<file path="src/rtl/core/sts_pkg.sv">
// ----------------------------------------------------------------------------
// sts_pkg
// Shared types, token kinds, character codes and keyword table for the
// streaming sql token scanner.
// ----------------------------------------------------------------------------
package sts_pkg;

    typedef struct packed {
        logic [7:0] char_code;
        logic       end_of_text;
    } sts_in_t;

    typedef struct packed {
        logic [5:0]  token_kind;
        logic [15:0] token_start;
        logic [15:0] token_length;
        logic        last_of_run;
        logic        offset_overflow;
    } sts_out_t;

    // up to two result items pushed per accepted input item
    typedef struct packed {
        logic [1:0] count;
        sts_out_t   e0;
        sts_out_t   e1;
    } sts_push_t;

    typedef enum logic [10:0] {
        MODE_IDLE    = 11'b000_0000_0001,
        MODE_WORD    = 11'b000_0000_0010,
        MODE_INT     = 11'b000_0000_0100,
        MODE_FRAC    = 11'b000_0000_1000,
        MODE_STR     = 11'b000_0001_0000,
        MODE_STRQ    = 11'b000_0010_0000,
        MODE_DASH    = 11'b000_0100_0000,
        MODE_COMMENT = 11'b000_1000_0000,
        MODE_LT      = 11'b001_0000_0000,
        MODE_GT      = 11'b010_0000_0000,
        MODE_BANG    = 11'b100_0000_0000
    } scan_mode_t;

    // token kinds
    localparam logic [5:0] K_END   = 6'd0;
    localparam logic [5:0] K_IDENT = 6'd1;
    localparam logic [5:0] K_NUM   = 6'd2;
    localparam logic [5:0] K_STR   = 6'd3;
    localparam logic [5:0] K_EQ    = 6'd4;
    localparam logic [5:0] K_NE    = 6'd5;
    localparam logic [5:0] K_LT    = 6'd6;
    localparam logic [5:0] K_LE    = 6'd7;
    localparam logic [5:0] K_GT    = 6'd8;
    localparam logic [5:0] K_GE    = 6'd9;
    localparam logic [5:0] K_COMMA = 6'd10;
    localparam logic [5:0] K_SEMI  = 6'd11;
    localparam logic [5:0] K_LPAR  = 6'd12;
    localparam logic [5:0] K_RPAR  = 6'd13;
    localparam logic [5:0] K_STAR  = 6'd14;
    localparam logic [5:0] K_BAD   = 6'd15;
    localparam logic [5:0] K_KW0   = 6'd16;

    // character codes
    localparam logic [7:0] CH_TAB        = 8'h09;
    localparam logic [7:0] CH_LF         = 8'h0A;
    localparam logic [7:0] CH_CR         = 8'h0D;
    localparam logic [7:0] CH_SPACE      = 8'h20;
    localparam logic [7:0] CH_BANG       = 8'h21;
    localparam logic [7:0] CH_QUOTE      = 8'h27;
    localparam logic [7:0] CH_LPAREN     = 8'h28;
    localparam logic [7:0] CH_RPAREN     = 8'h29;
    localparam logic [7:0] CH_STAR       = 8'h2A;
    localparam logic [7:0] CH_COMMA      = 8'h2C;
    localparam logic [7:0] CH_DASH       = 8'h2D;
    localparam logic [7:0] CH_DOT        = 8'h2E;
    localparam logic [7:0] CH_DIGIT_0    = 8'h30;
    localparam logic [7:0] CH_DIGIT_9    = 8'h39;
    localparam logic [7:0] CH_SEMI       = 8'h3B;
    localparam logic [7:0] CH_LT         = 8'h3C;
    localparam logic [7:0] CH_EQ         = 8'h3D;
    localparam logic [7:0] CH_GT         = 8'h3E;
    localparam logic [7:0] CH_UPPER_A    = 8'h41;
    localparam logic [7:0] CH_UPPER_Z    = 8'h5A;
    localparam logic [7:0] CH_UNDERSCORE = 8'h5F;
    localparam logic [7:0] CH_LOWER_A    = 8'h61;
    localparam logic [7:0] CH_LOWER_Z    = 8'h7A;
    localparam logic [7:0] CASE_OFFSET   = 8'h20;

    // keyword table
    localparam int KW_DEPTH = 9;
    localparam int KW_COUNT = 21;
    localparam int KW_BITS  = 8 * KW_DEPTH;

    typedef logic [7:0] kw_chars_t [KW_DEPTH];

    localparam logic [KW_BITS-1:0] KW_TEXT [KW_COUNT] = '{
        "SELECT", "INSERT", "UPDATE", "DELETE", "FROM", "WHERE", "ORDER", "BY",
        "INTO", "VALUES", "SET", "BEGIN", "COMMIT", "ROLLBACK", "JOIN",
        "INNERJOIN", "LEFTJOIN", "RIGHTJOIN", "FULLJOIN", "OUTERJOIN", "ON"
    };
    localparam logic [3:0] KW_LEN [KW_COUNT] = '{
        4'd6, 4'd6, 4'd6, 4'd6, 4'd4, 4'd5, 4'd5, 4'd2, 4'd4, 4'd6, 4'd3,
        4'd5, 4'd6, 4'd8, 4'd4, 4'd9, 4'd8, 4'd9, 4'd8, 4'd9, 4'd2
    };
    localparam logic [3:0] KW_DEPTH_C = 4'd9;

    // result queue
    localparam int FIFO_DEPTH = 4;
    localparam int FIFO_AW    = 2;

endpackage

</file>
<file path="src/rtl/core/sql_token_scanner_top.sv">
// ----------------------------------------------------------------------------
// sql_token_scanner_top
// Streaming sql lexer: one text byte per item, tokens out with kind,
// start offset and length.
// ----------------------------------------------------------------------------
// tokens enter the result queue on the clock edge that accepts the item that completes them
// throughput: one item per cycle while results drain; an item that yields
//   two tokens hands them out one after the other through the single output port
// ready holds while the four-entry result queue has room for two tokens
// reset: asynchronous, scanner idle at offset zero and result queue empty
module sql_token_scanner_top
    import sts_pkg::*;
#(
    parameter int OFFSET_BITS = 16
)
(
    input  logic     clk,
    input  logic     rst_n,
    input  logic     text_valid,
    output logic     text_ready,
    input  sts_in_t  text_item,
    output logic     tok_valid,
    input  logic     tok_ready,
    output sts_out_t tok_item
);

    logic      accept;
    sts_push_t push;

    assign accept = text_valid && text_ready;

    sts_scan #(.OFFSET_BITS(OFFSET_BITS)) u_scan (
        .clk    (clk),
        .rst_n  (rst_n),
        .accept (accept),
        .item   (text_item),
        .push   (push)
    );

    sts_out_fifo u_out_fifo (
        .clk       (clk),
        .rst_n     (rst_n),
        .push      (push),
        .room      (text_ready),
        .tok_valid (tok_valid),
        .tok_ready (tok_ready),
        .tok_item  (tok_item)
    );

`ifndef NO_ASSERTIONS
    // an end marker always yields at least the end token
    a_end_pushes: assert property (@(posedge clk) disable iff (!rst_n)
        accept && text_item.end_of_text |-> push.count != 2'd0)
        else $error("end marker produced no token");

    // with two tokens from one item only the second closes the run
    a_pair_last: assert property (@(posedge clk) disable iff (!rst_n)
        push.count == 2'd2 |-> !push.e0.last_of_run && push.e1.last_of_run)
        else $error("last_of_run misplaced in token pair");

    // the end token closes its run and has no length
    a_end_token: assert property (@(posedge clk) disable iff (!rst_n)
        tok_valid && tok_item.token_kind == K_END |->
            tok_item.last_of_run && tok_item.token_length == 16'd0)
        else $error("malformed end token");
`endif

endmodule

</file>
<file path="src/rtl/core/sts_kw_match.sv">
// ----------------------------------------------------------------------------
// sts_kw_match
// Compares the buffered upper-case word against all keywords in parallel
// and returns the keyword kind, or identifier when nothing matches or the word is too long.
// ----------------------------------------------------------------------------
module sts_kw_match
    import sts_pkg::*;
(
    input  kw_chars_t  chars,
    input  logic [3:0] word_count,
    input  logic       word_too_long,
    output logic [5:0] kind
);

    always_comb
    begin
        logic [KW_BITS-1:0] kw_word;
        logic               match;
        kind = K_IDENT;
        // descending so the lowest matching index wins
        for (int i = KW_COUNT - 1; i >= 0; i--)
        begin
            kw_word = KW_TEXT[i] << (8 * (KW_DEPTH - int'(KW_LEN[i])));
            match = (KW_LEN[i] == word_count);
            for (int j = 0; j < KW_DEPTH; j++)
            begin
                if ((4'(j) < KW_LEN[i]) && (chars[j] != kw_word[KW_BITS-1-8*j -: 8]))
                begin
                    match = 1'b0;
                end
            end
            if (match && !word_too_long)
            begin
                kind = K_KW0 + 6'(i);
            end
        end
    end

endmodule

</file>
<file path="src/rtl/core/sts_tok_fmt.sv">
// ----------------------------------------------------------------------------
// sts_tok_fmt
// Turns a token kind and its begin/end offsets into a result item,
// saturating start and length to 16 bits and flagging overflow.
// ----------------------------------------------------------------------------
module sts_tok_fmt
    import sts_pkg::*;
#(
    parameter int OFFSET_BITS = 16
)
(
    input  logic [5:0]           kind,
    input  logic [OFFSET_BITS-1:0] tok_begin,
    input  logic [OFFSET_BITS:0]   tok_end,
    input  logic                 sat,
    output sts_out_t             item
);

    localparam int CW = (OFFSET_BITS + 1 > 16) ? OFFSET_BITS + 1 : 17;
    localparam logic [CW-1:0] FIELD_MAX = CW'(16'hFFFF);

    logic [OFFSET_BITS:0] len;
    logic [CW-1:0]        begin_ext;
    logic [CW-1:0]        len_ext;
    logic                 begin_ovf;
    logic                 len_ovf;

    assign len       = tok_end - {1'b0, tok_begin};
    assign begin_ext = CW'(tok_begin);
    assign len_ext   = CW'(len);
    assign begin_ovf = begin_ext > FIELD_MAX;
    assign len_ovf   = len_ext > FIELD_MAX;

    always_comb
    begin
        item.token_kind      = kind;
        item.token_start     = begin_ovf ? 16'hFFFF : begin_ext[15:0];
        item.token_length    = len_ovf ? 16'hFFFF : len_ext[15:0];
        item.last_of_run     = 1'b0;
        item.offset_overflow = sat | begin_ovf | len_ovf;
    end

endmodule

</file>
<file path="src/rtl/core/sts_scan.sv">
// ----------------------------------------------------------------------------
// sts_scan
// Scanner state and per-byte step: mode update, flush of the pending token,
// dispatch of the new byte, and up to two result items per item.
// ----------------------------------------------------------------------------
module sts_scan
    import sts_pkg::*;
#(
    parameter int OFFSET_BITS = 16
)
(
    input  logic      clk,
    input  logic      rst_n,
    input  logic      accept,
    input  sts_in_t   item,
    output sts_push_t push
);

    localparam logic [OFFSET_BITS-1:0] OFF_MAX = '1;

    scan_mode_t             mode_reg, mode_next;
    logic [OFFSET_BITS-1:0] begin_reg, begin_next;
    logic [OFFSET_BITS-1:0] offset_reg, offset_next;
    logic                   sat_reg, sat_next;
    logic [3:0]             cnt_reg, cnt_next;
    logic                   long_reg, long_next;
    kw_chars_t              kw_chars_reg;

    logic [7:0]           c;
    logic [7:0]           c_upper;
    logic                 is_alpha, is_digit, is_word;
    logic [OFFSET_BITS:0] p_ext, p1, b1;

    scan_mode_t ds_mode;
    logic       ds_tok;
    logic [5:0] ds_kind;
    logic       ds_word;

    logic                 fl_valid;
    logic [5:0]           fl_kind;
    logic [OFFSET_BITS:0] fl_end;
    logic [5:0]           word_kind;

    logic                 a_valid, b_valid;
    logic [5:0]           a_kind, b_kind;
    logic [OFFSET_BITS:0] a_end, b_end;
    logic                 kw_we;
    logic [3:0]           kw_idx;

    logic [5:0]             s0_kind;
    logic [OFFSET_BITS-1:0] s0_begin;
    logic [OFFSET_BITS:0]   s0_end;
    sts_out_t               e0_raw, e1_raw;

    assign c        = item.char_code;
    assign is_alpha = ((c >= CH_UPPER_A) && (c <= CH_UPPER_Z)) ||
                      ((c >= CH_LOWER_A) && (c <= CH_LOWER_Z));
    assign is_digit = (c >= CH_DIGIT_0) && (c <= CH_DIGIT_9);
    assign is_word  = is_alpha || is_digit || (c == CH_UNDERSCORE);
    assign c_upper  = ((c >= CH_LOWER_A) && (c <= CH_LOWER_Z)) ? c - CASE_OFFSET : c;
    assign p_ext    = {1'b0, offset_reg};
    assign p1       = p_ext + 1'b1;
    assign b1       = {1'b0, begin_reg} + 1'b1;

    sts_kw_match u_kw_match (
        .chars         (kw_chars_reg),
        .word_count    (cnt_reg),
        .word_too_long (long_reg),
        .kind          (word_kind)
    );

    // what a byte does when seen from the idle mode
    always_comb
    begin
        ds_mode = MODE_IDLE;
        ds_tok  = 1'b0;
        ds_kind = K_BAD;
        ds_word = 1'b0;
        if ((c == CH_SPACE) || (c == CH_TAB) || (c == CH_CR) || (c == CH_LF))
        begin
            ds_mode = MODE_IDLE;
        end
        else if (is_alpha || (c == CH_UNDERSCORE))
        begin
            ds_mode = MODE_WORD;
            ds_word = 1'b1;
        end
        else if (is_digit)
        begin
            ds_mode = MODE_INT;
        end
        else
        begin
            case (c)
                CH_QUOTE:  ds_mode = MODE_STR;
                CH_DASH:   ds_mode = MODE_DASH;
                CH_LT:     ds_mode = MODE_LT;
                CH_GT:     ds_mode = MODE_GT;
                CH_BANG:   ds_mode = MODE_BANG;
                CH_EQ:     begin ds_tok = 1'b1; ds_kind = K_EQ;    end
                CH_COMMA:  begin ds_tok = 1'b1; ds_kind = K_COMMA; end
                CH_SEMI:   begin ds_tok = 1'b1; ds_kind = K_SEMI;  end
                CH_LPAREN: begin ds_tok = 1'b1; ds_kind = K_LPAR;  end
                CH_RPAREN: begin ds_tok = 1'b1; ds_kind = K_RPAR;  end
                CH_STAR:   begin ds_tok = 1'b1; ds_kind = K_STAR;  end
                default:   begin ds_tok = 1'b1; ds_kind = K_BAD;   end
            endcase
        end
    end

    // pending token, ending at the current offset, or one past its begin for a one-character operator
    always_comb
    begin
        fl_valid = 1'b1;
        fl_kind  = K_BAD;
        fl_end   = p_ext;
        case (mode_reg)
            MODE_WORD:             fl_kind = word_kind;
            MODE_INT, MODE_FRAC:   fl_kind = K_NUM;
            MODE_STR, MODE_STRQ:   fl_kind = K_STR;
            MODE_DASH, MODE_BANG:  begin fl_kind = K_BAD; fl_end = b1; end
            MODE_LT:               begin fl_kind = K_LT;  fl_end = b1; end
            MODE_GT:               begin fl_kind = K_GT;  fl_end = b1; end
            default:               fl_valid = 1'b0;
        endcase
    end

    always_comb
    begin
        logic       redo;
        logic       do_dispatch;
        logic       word_add;
        logic [3:0] base_cnt;
        logic       base_long;

        mode_next   = mode_reg;
        begin_next  = begin_reg;
        offset_next = offset_reg;
        sat_next    = sat_reg;
        cnt_next    = cnt_reg;
        long_next   = long_reg;
        a_valid     = 1'b0;
        a_kind      = K_END;
        a_end       = p_ext;
        b_valid     = 1'b0;
        b_kind      = K_END;
        b_end       = p1;
        redo        = 1'b0;
        do_dispatch = 1'b0;
        word_add    = 1'b0;
        kw_we       = 1'b0;
        kw_idx      = cnt_reg;
        base_cnt    = cnt_reg;
        base_long   = long_reg;

        if (item.end_of_text)
        begin
            a_valid     = fl_valid;
            a_kind      = fl_kind;
            a_end       = fl_end;
            b_valid     = 1'b1;
            b_kind      = K_END;
            b_end       = p_ext;
            mode_next   = MODE_IDLE;
            begin_next  = '0;
            offset_next = '0;
            sat_next    = 1'b0;
            cnt_next    = '0;
            long_next   = 1'b0;
        end
        else
        begin
            case (mode_reg)
                MODE_WORD:
                begin
                    if (is_word) word_add = 1'b1;
                    else redo = 1'b1;
                end
                MODE_INT:
                begin
                    if (c == CH_DOT) mode_next = MODE_FRAC;
                    else if (!is_digit) redo = 1'b1;
                end
                MODE_FRAC:
                begin
                    if (!is_digit) redo = 1'b1;
                end
                MODE_STR:
                begin
                    if (c == CH_QUOTE) mode_next = MODE_STRQ;
                end
                MODE_STRQ:
                begin
                    if (c == CH_QUOTE) mode_next = MODE_STR;
                    else redo = 1'b1;
                end
                MODE_DASH:
                begin
                    if (c == CH_DASH) mode_next = MODE_COMMENT;
                    else redo = 1'b1;
                end
                MODE_COMMENT:
                begin
                    if (c == CH_LF) mode_next = MODE_IDLE;
                end
                MODE_LT:
                begin
                    if (c == CH_EQ || c == CH_GT)
                    begin
                        a_valid   = 1'b1;
                        a_kind    = (c == CH_EQ) ? K_LE : K_NE;
                        a_end     = p1;
                        mode_next = MODE_IDLE;
                    end
                    else redo = 1'b1;
                end
                MODE_GT, MODE_BANG:
                begin
                    if (c == CH_EQ)
                    begin
                        a_valid   = 1'b1;
                        a_kind    = (mode_reg == MODE_GT) ? K_GE : K_NE;
                        a_end     = p1;
                        mode_next = MODE_IDLE;
                    end
                    else redo = 1'b1;
                end
                default:
                begin
                    do_dispatch = 1'b1;
                end
            endcase

            if (redo)
            begin
                a_valid     = fl_valid;
                a_kind      = fl_kind;
                a_end       = fl_end;
                do_dispatch = 1'b1;
            end

            if (do_dispatch)
            begin
                mode_next  = ds_mode;
                begin_next = offset_reg;
                b_valid    = ds_tok;
                b_kind     = ds_kind;
                word_add   = ds_word;
            end

            // a new word restarts the keyword buffer
            base_cnt  = do_dispatch ? 4'd0 : cnt_reg;
            base_long = do_dispatch ? 1'b0 : long_reg;
            if (word_add)
            begin
                kw_idx = base_cnt;
                if (base_cnt < KW_DEPTH_C)
                begin
                    kw_we     = 1'b1;
                    cnt_next  = base_cnt + 4'd1;
                    long_next = base_long;
                end
                else
                begin
                    cnt_next  = base_cnt;
                    long_next = 1'b1;
                end
            end

            if (offset_reg == OFF_MAX) sat_next = 1'b1;
            else offset_next = offset_reg + 1'b1;
        end
    end

    // pack the two candidate tokens, flushed one first
    always_comb
    begin
        s0_kind  = a_valid ? a_kind : b_kind;
        s0_begin = a_valid ? begin_reg : offset_reg;
        s0_end   = a_valid ? a_end : b_end;
    end

    sts_tok_fmt #(.OFFSET_BITS(OFFSET_BITS)) u_fmt0 (
        .kind      (s0_kind),
        .tok_begin (s0_begin),
        .tok_end   (s0_end),
        .sat       (sat_reg),
        .item      (e0_raw)
    );

    sts_tok_fmt #(.OFFSET_BITS(OFFSET_BITS)) u_fmt1 (
        .kind      (b_kind),
        .tok_begin (offset_reg),
        .tok_end   (b_end),
        .sat       (sat_reg),
        .item      (e1_raw)
    );

    always_comb
    begin
        push.count          = accept ? (2'(a_valid) + 2'(b_valid)) : 2'd0;
        push.e0             = e0_raw;
        push.e0.last_of_run = !(a_valid && b_valid);
        push.e1             = e1_raw;
        push.e1.last_of_run = 1'b1;
    end

    always_ff @(posedge clk or negedge rst_n)
    begin
        if (!rst_n)
        begin
            mode_reg   <= MODE_IDLE;
            begin_reg  <= '0;
            offset_reg <= '0;
            sat_reg    <= 1'b0;
            cnt_reg    <= '0;
            long_reg   <= 1'b0;
        end
        else if (accept)
        begin
            mode_reg   <= mode_next;
            begin_reg  <= begin_next;
            offset_reg <= offset_next;
            sat_reg    <= sat_next;
            cnt_reg    <= cnt_next;
            long_reg   <= long_next;
        end
    end

    always_ff @(posedge clk)
    begin
        if (accept && kw_we)
        begin
            kw_chars_reg[kw_idx] <= c_upper;
        end
    end

endmodule

</file>
<file path="src/rtl/core/sts_out_fifo.sv">
// ----------------------------------------------------------------------------
// sts_out_fifo
// Small result queue: takes up to two items per cycle from the scanner and
// hands one per cycle to the output channel while tok_ready holds.
// ----------------------------------------------------------------------------
module sts_out_fifo
    import sts_pkg::*;
(
    input  logic      clk,
    input  logic      rst_n,
    input  sts_push_t push,
    output logic      room,
    output logic      tok_valid,
    input  logic      tok_ready,
    output sts_out_t  tok_item
);

    localparam logic [FIFO_AW:0] ROOM_LIMIT = (FIFO_AW + 1)'(FIFO_DEPTH - 2);

    sts_out_t           mem [FIFO_DEPTH];
    logic [FIFO_AW-1:0] wr_ptr_reg, wr_ptr_next;
    logic [FIFO_AW-1:0] rd_ptr_reg, rd_ptr_next;
    logic [FIFO_AW:0]   fill_reg, fill_next;
    logic               pop;

    assign pop       = tok_valid && tok_ready;
    assign tok_valid = fill_reg != '0;
    assign tok_item  = mem[rd_ptr_reg];
    assign room      = fill_reg <= ROOM_LIMIT;

    always_comb
    begin
        wr_ptr_next = wr_ptr_reg + FIFO_AW'(push.count);
        rd_ptr_next = rd_ptr_reg + FIFO_AW'(pop);
        fill_next   = fill_reg + (FIFO_AW + 1)'(push.count) - (FIFO_AW + 1)'(pop);
    end

    always_ff @(posedge clk or negedge rst_n)
    begin
        if (!rst_n)
        begin
            wr_ptr_reg <= '0;
            rd_ptr_reg <= '0;
            fill_reg   <= '0;
        end
        else
        begin
            wr_ptr_reg <= wr_ptr_next;
            rd_ptr_reg <= rd_ptr_next;
            fill_reg   <= fill_next;
        end
    end

    always_ff @(posedge clk)
    begin
        if (push.count != 2'd0)
        begin
            mem[wr_ptr_reg] <= push.e0;
        end
        if (push.count == 2'd2)
        begin
            mem[wr_ptr_reg + FIFO_AW'(1)] <= push.e1;
        end
    end

endmodule

</file>
<file path="config.mk">
export PLATFORM = sky130hd
export DESIGN_NAME = sql_token_scanner_top
export DESIGN_NICKNAME = d
export VERILOG_FILES = /design/src/rtl/core/sts_pkg.sv /design/src/rtl/core/sql_token_scanner_top.sv /design/src/rtl/core/sts_kw_match.sv /design/src/rtl/core/sts_tok_fmt.sv /design/src/rtl/core/sts_scan.sv /design/src/rtl/core/sts_out_fifo.sv
export SDC_FILE = /design/constraint.sdc
export NUM_CORES = 1
export LEC_CHECK = 0
export BUFFER_PORTS_ARGS = -buffer_cell sky130_fd_sc_hd__buf_2
export CAP_MARGIN = 20
export CORE_ASPECT_RATIO = 1.25
export CORE_MARGIN = 4
export CORE_UTILIZATION = 45
export DETAILED_ROUTE_END_ITERATION = 10
export SETUP_SLACK_MARGIN = 0.05
export SYNTH_ARGS = -nofsm -noshare
export SYNTH_HDL_FRONTEND = slang
export SYNTH_SLANG_ARGS = --single-unit
</file>
<file path="constraint.sdc">
create_clock -name clk -period 6.09 [get_ports clk]
set_input_delay 0.9135 -clock clk [delete_from_list [all_inputs] [get_ports clk]]
set_output_delay 0.9135 -clock clk [all_outputs]
set_load 0.03 [all_outputs]
</file>
---- After elaboration in Yosys (flattened, before gate mapping) ----
Memory sizes are Yosys's and may differ from the RTL's.
Cells that the tools add are included.
W data, S select, Z words.
operators by class
  $add $sub $neg .......................... 13
  $lt $le $gt $ge ......................... 14
  equal/unequal tests ..................... 111
  mux-type cells .......................... 242
  bitwise logic cells ..................... 5
  reduce and logical (&&, ||, !) cells .... 58
operators with widths
  cell                     number
  $ne A8 B7 Y1 const B     66
  $mux W6                  31
  $mux W1                  162
  $mux W16                 9
  $mux W11                 12
  $mux W17                 7
  $eq A8 B6 Y1 const B     13
  $pmux W11 S7             1
  $bwmux W72               1
  $pmux W11 S5             1
  $add A16 B1 Y17 const B  2
  $gt A17 B16 Y1 const B   2
  $pmux W17 S2             1
  $sub A17 B16 Y17         2
  $demux W8 S4             1
  $gt A16 B16 Y1 const B   2
  $pmux W6 S5              1
  $logic_and A1 B1 Y1      29
  $mux W4                  7
  $ne A4 B2 Y1 const B     7
  $eq A8 B4 Y1 const B     3
  $pmux W4 S6              1
  $add A16 B1 Y16 const B  1
  $eq A16 B16 Y1 const B   1
  53 further kinds         80
word-level totals
  register bits after elaboration ......... 128
  bits in writable memories ............... 160
  output and inout port bits .............. 42
  memories ................................ 1
memories
  memory          depth  width  rd ports  clocked after Yosys merged registers in  wr ports  line                RTL
  u_out_fifo.mem  4      40     1         0                                        2         sts_out_fifo.sv:20  sts_out_t mem [FIFO_DEPTH];

---- Longest topological paths before layout ----
  word-level depth ........................ 35
  depth in mapped cells ................... 25
  gate-level depth less buffers ........... 21

---- Modules after synthesis ----
A second synthesis with hierarchy kept.
second synthesis, totals
  cell total of the unflattened synthesis .. 1721
  area, all modules ....................... 19458.7 sq um
modules (own cells, without submodules)
  module                 instances  cells each  area an instance (sq um)
  sts_out_fifo           1          427         8398.1
  sts_scan               1          776         7536.0
  sts_tok_fmt            2          162         1113.6
  sts_kw_match           1          193         1291.2
  sql_token_scanner_top  1          1           6.3

---- Worst setup path before layout ----
OpenSTA, ideal clock, no wires.
  path type ............................... input port to flip-flop
  start point ............................. in text_item[7] (netlist bit)
  end point ............................... mem u_out_fifo.mem[0][17] (netlist bit) (data pin)
  setup time .............................. 280 ps
  arrival time ............................ 5704 ps
  slack ................................... 106 ps
  cell stages on the path ................. 23
  buffers on the path ..................... 4
  path through ............................ or4b_1 clkbuf_1 o311a_1 o221a_1 nor4_4 and2_1 o21ai_2 inv_4 buf_6 mux2i_1 inv_1 ha_1 fa_1 nor2b_1 o31a_1 o41ai_1 o211ai_1 a31oi_1 or3_1 buf_4 buf_6 a21oi_4 o22ai_1
RTL lines
  element      line                         RTL
  from (decl)  sql_token_scanner_top.sv:21  input sts_in_t text_item,
  to (decl)    sts_out_fifo.sv:20

==> run summary <==
DRC viols - 0
CP Capture Type - register
Nets - 1857
Placed cell area - 19300 um2
Vias in the first global route - 14850
Hold buffers post-CTS - 0
Cell Area, Synth - 17900 um2
Most common cell after layout, fill and taps aside - edfxtp_1
Share of layout cells above drive strength 1 - 0.183
Routability cong. - 1.01
Die height - 231 um
DIE AREA - 43100 um2
Sequential area share after synthesis - 0.460
TritonCTS clock tree - built
Final ANT Viol Nets - 0
Rows - 81
Gr usage total - 0.261
Min-Delay Path Class - reg2reg
Pin count of the biggest net entering global routing - 57
Crit-path max FO - 16
Status - complete, no violations
First-pass GRT wire length - 88700 um
Pwr Density - 421 nW/um2
H-Tree Depth - 1
Worst-Skew Late Latency - 0.59 ns
WL per Instance - 25.1 um
Fillers - 3510
Fin crit share - 0.929
R2r worst-path depth - 23
Worst Tran Pin Value - 1.08 ns
Yosys reg bits - 288
Post-CTS sizing - 0
Main synth FF type - edfxtp_1
Largest area contributor in the netlist - edfxtp_1
Root buf cell - clkbuf_16
Initial Util - 0.457
Syn Nets - 1774
Routed vias - 15171
Dpl hpwl - 42600 um
Chip width - 186 um
Area share of the largest cell type after synthesis - 0.369
Distinct cell type count after synthesis - 93
Synthesis warning total - 0
Hold Path Stages - 1
Crit path time final - 5.66 ns
Post-CTS Setup Bufs - 0
Cells after Synth - 1712
GRT met3 Usage - 0.0309
Syn avg cell area - 10.5 um2
Maximum VDD drop - 0.235 mV
Clk slew on worst S/H paths - 0.06 ns
Max FFs per register - 160
Num ports - 55
Setup tns final - 0 ns
Setup-failing EPs final - 0
Design Area, Final - 20300 um2
Initial antenna violation count - 1
Lkg Pwr - 6.94 nW
Starting DRC count in detailed routing - 1446
Max-slew violations - 0
GRT busiest layer - met2
CP Class - in2reg
Area growth from synthesis to layout - 13.1%
CTS sink count - 288
Most frequent cells in the layout - edfxtp_1 (220), o22ai_1 (144), nor2_1 (112), buf_4 (107), nand2_1 (106)
Final core utilization - 0.516
Mean number of vias per cell - 6.55
Port bufs - 54
Most area-consuming cells after synthesis - edfxtp_1 (37%), dfrtp_1 (7.7%), mux4_2 (5.0%)
Critical path required time - 6.39 ns
Crit path DAT - 5.96 ns
Final Hold Fails - 0
Slew headroom - 0.271
Met2 Use GR - 0.468
Ys async rst share - 0.194
Gr ovfl total - 0
F_max - 177 MHz
Total CTS buffers - 30
RSZ-0062 raised after global routing - no
Total wire length - 58300 um
Post-synth EDFFs - 220
Core area - 39200 um2
Clock skew - 0.0168 ns
Crit start category - input pin
Max Cap Viol - 0
Drt first pass iters - 5
Hold Slack - 0.468 ns
GRT met1 Usage - 0.316
Max Root-Sink Buffers - 3
-- path summary, 6_finish.rpt --
kind / from / end / slack [ns]
max: text_item[7] / u_out_fifo.mem[1][15] / 0.43
min: u_out_fifo.mem[3][1] / u_out_fifo.mem[3][1] / 0.47
max reg2reg: u_scan.mode_reg[7] / u_out_fifo.mem[1][15] / 0.44
min reg2reg: u_out_fifo.mem[3][1] / u_out_fifo.mem[3][1] / 0.47
max in group asynchronous: rst_n / u_out_fifo.rd_ptr_reg[1] / 5.01
min in group asynchronous: rst_n / u_scan.offset_reg[8] / 0.48
-- per-stage QoR --
stage,setup WS (ns),instances,total power [mW]
after floorplan,0.106,1712,5.32
after global placement,-0.0774,2260,6.65
after detailed placement,-0.140,2260,6.69
after CTS,0.471,2315,8.56
after global routing,0.107,2316,8.93
final,0.431,2317,8.53
-- critical path, stage by stage --
cell and delay, ns:
buf_2 0.10, or4b_1 0.64, o311a_1 0.39, o221a_1 0.27, nor4_4 0.27, and2_1 0.24
o21ai_2 0.10, inv_4 0.08, mux2i_1 0.25, inv_1 0.08, ha_1 0.21, fa_1 0.41
nor2b_1 0.17, o31a_1 0.16, o41ai_1 0.07, buf_4 0.15, o211ai_1 0.16, a31oi_1 0.20
or3_1 0.47, buf_12 0.19, buf_4 0.16, a21oi_4 0.15, o22ai_1 0.11
-- cell families (layout without fill, tap and decap cells) --
| logic type | after synthesis | in the layout | share of synthesized area |
|---|---|---|---|
| other | 0 | 1 | 0 |
| AO/OA/AOI/OAI | 454 | 454 | 0.173 |
| XOR/XNOR | 62 | 62 | 0.0303 |
| multiplexers | 64 | 64 | 0.0659 |
| adder cells (fa/ha/maj) | 49 | 49 | 0.0355 |
| flip-flops | 288 | 288 | 0.460 |
| buffers and inverters | 168 | 274 | 0.0386 |
| AND/OR/NAND/NOR | 627 | 627 | 0.196 |
-- per-layer routing --
metal	part of all wire	up-vias
met5	0	-
li1	-	6907
met3	0.057	156
met4	0.051	0
met1	0.39	7431
met2	0.51	677
-- cell usage after synthesis (all sizes together), types with 11 or more instances --
library cell  number
nand3             65
nor4              34
nor2b             19
ha                46
o21a              12
and2              13
xnor2             42
mux4              40
o211ai            14
dfrtp             55
nor2             112
nor4b             11
nand4             44
xor2              20
edfxtp           220
mux2i             17
a22o              18
nor4bb            15
a21oi             93
nand2            110
o21ai             62
inv               44
or3               24
dfxtp             12
nand2b            18
clkbuf            94
and3              19
buf               23
or2               12
a31oi             12
o22ai            144
nor3              60
or4               15
o31ai             12
or4b              14
-- power by group --
group,switching [mW],leakage [nW],internal (mW)
combinational,2.58,3.62,1.53
clock,0.790,0.481,1.07
sequential,0.197,2.84,2.36
-- area by class of cell --
class	instances	area [um2]	area share
clock buffers	34	766	0.0378
flip-flops and latches	288	8250	0.407
well taps	498	623	0.0308
multi-input cells	1256	9000	0.444
repair buffers	168	1200	0.0592
inverters	51	194	0.00957
clock inverters	21	223	0.0110
diodes	1	2.50	0.000124
Note: power is estimated with default switching activity, not from simulation.
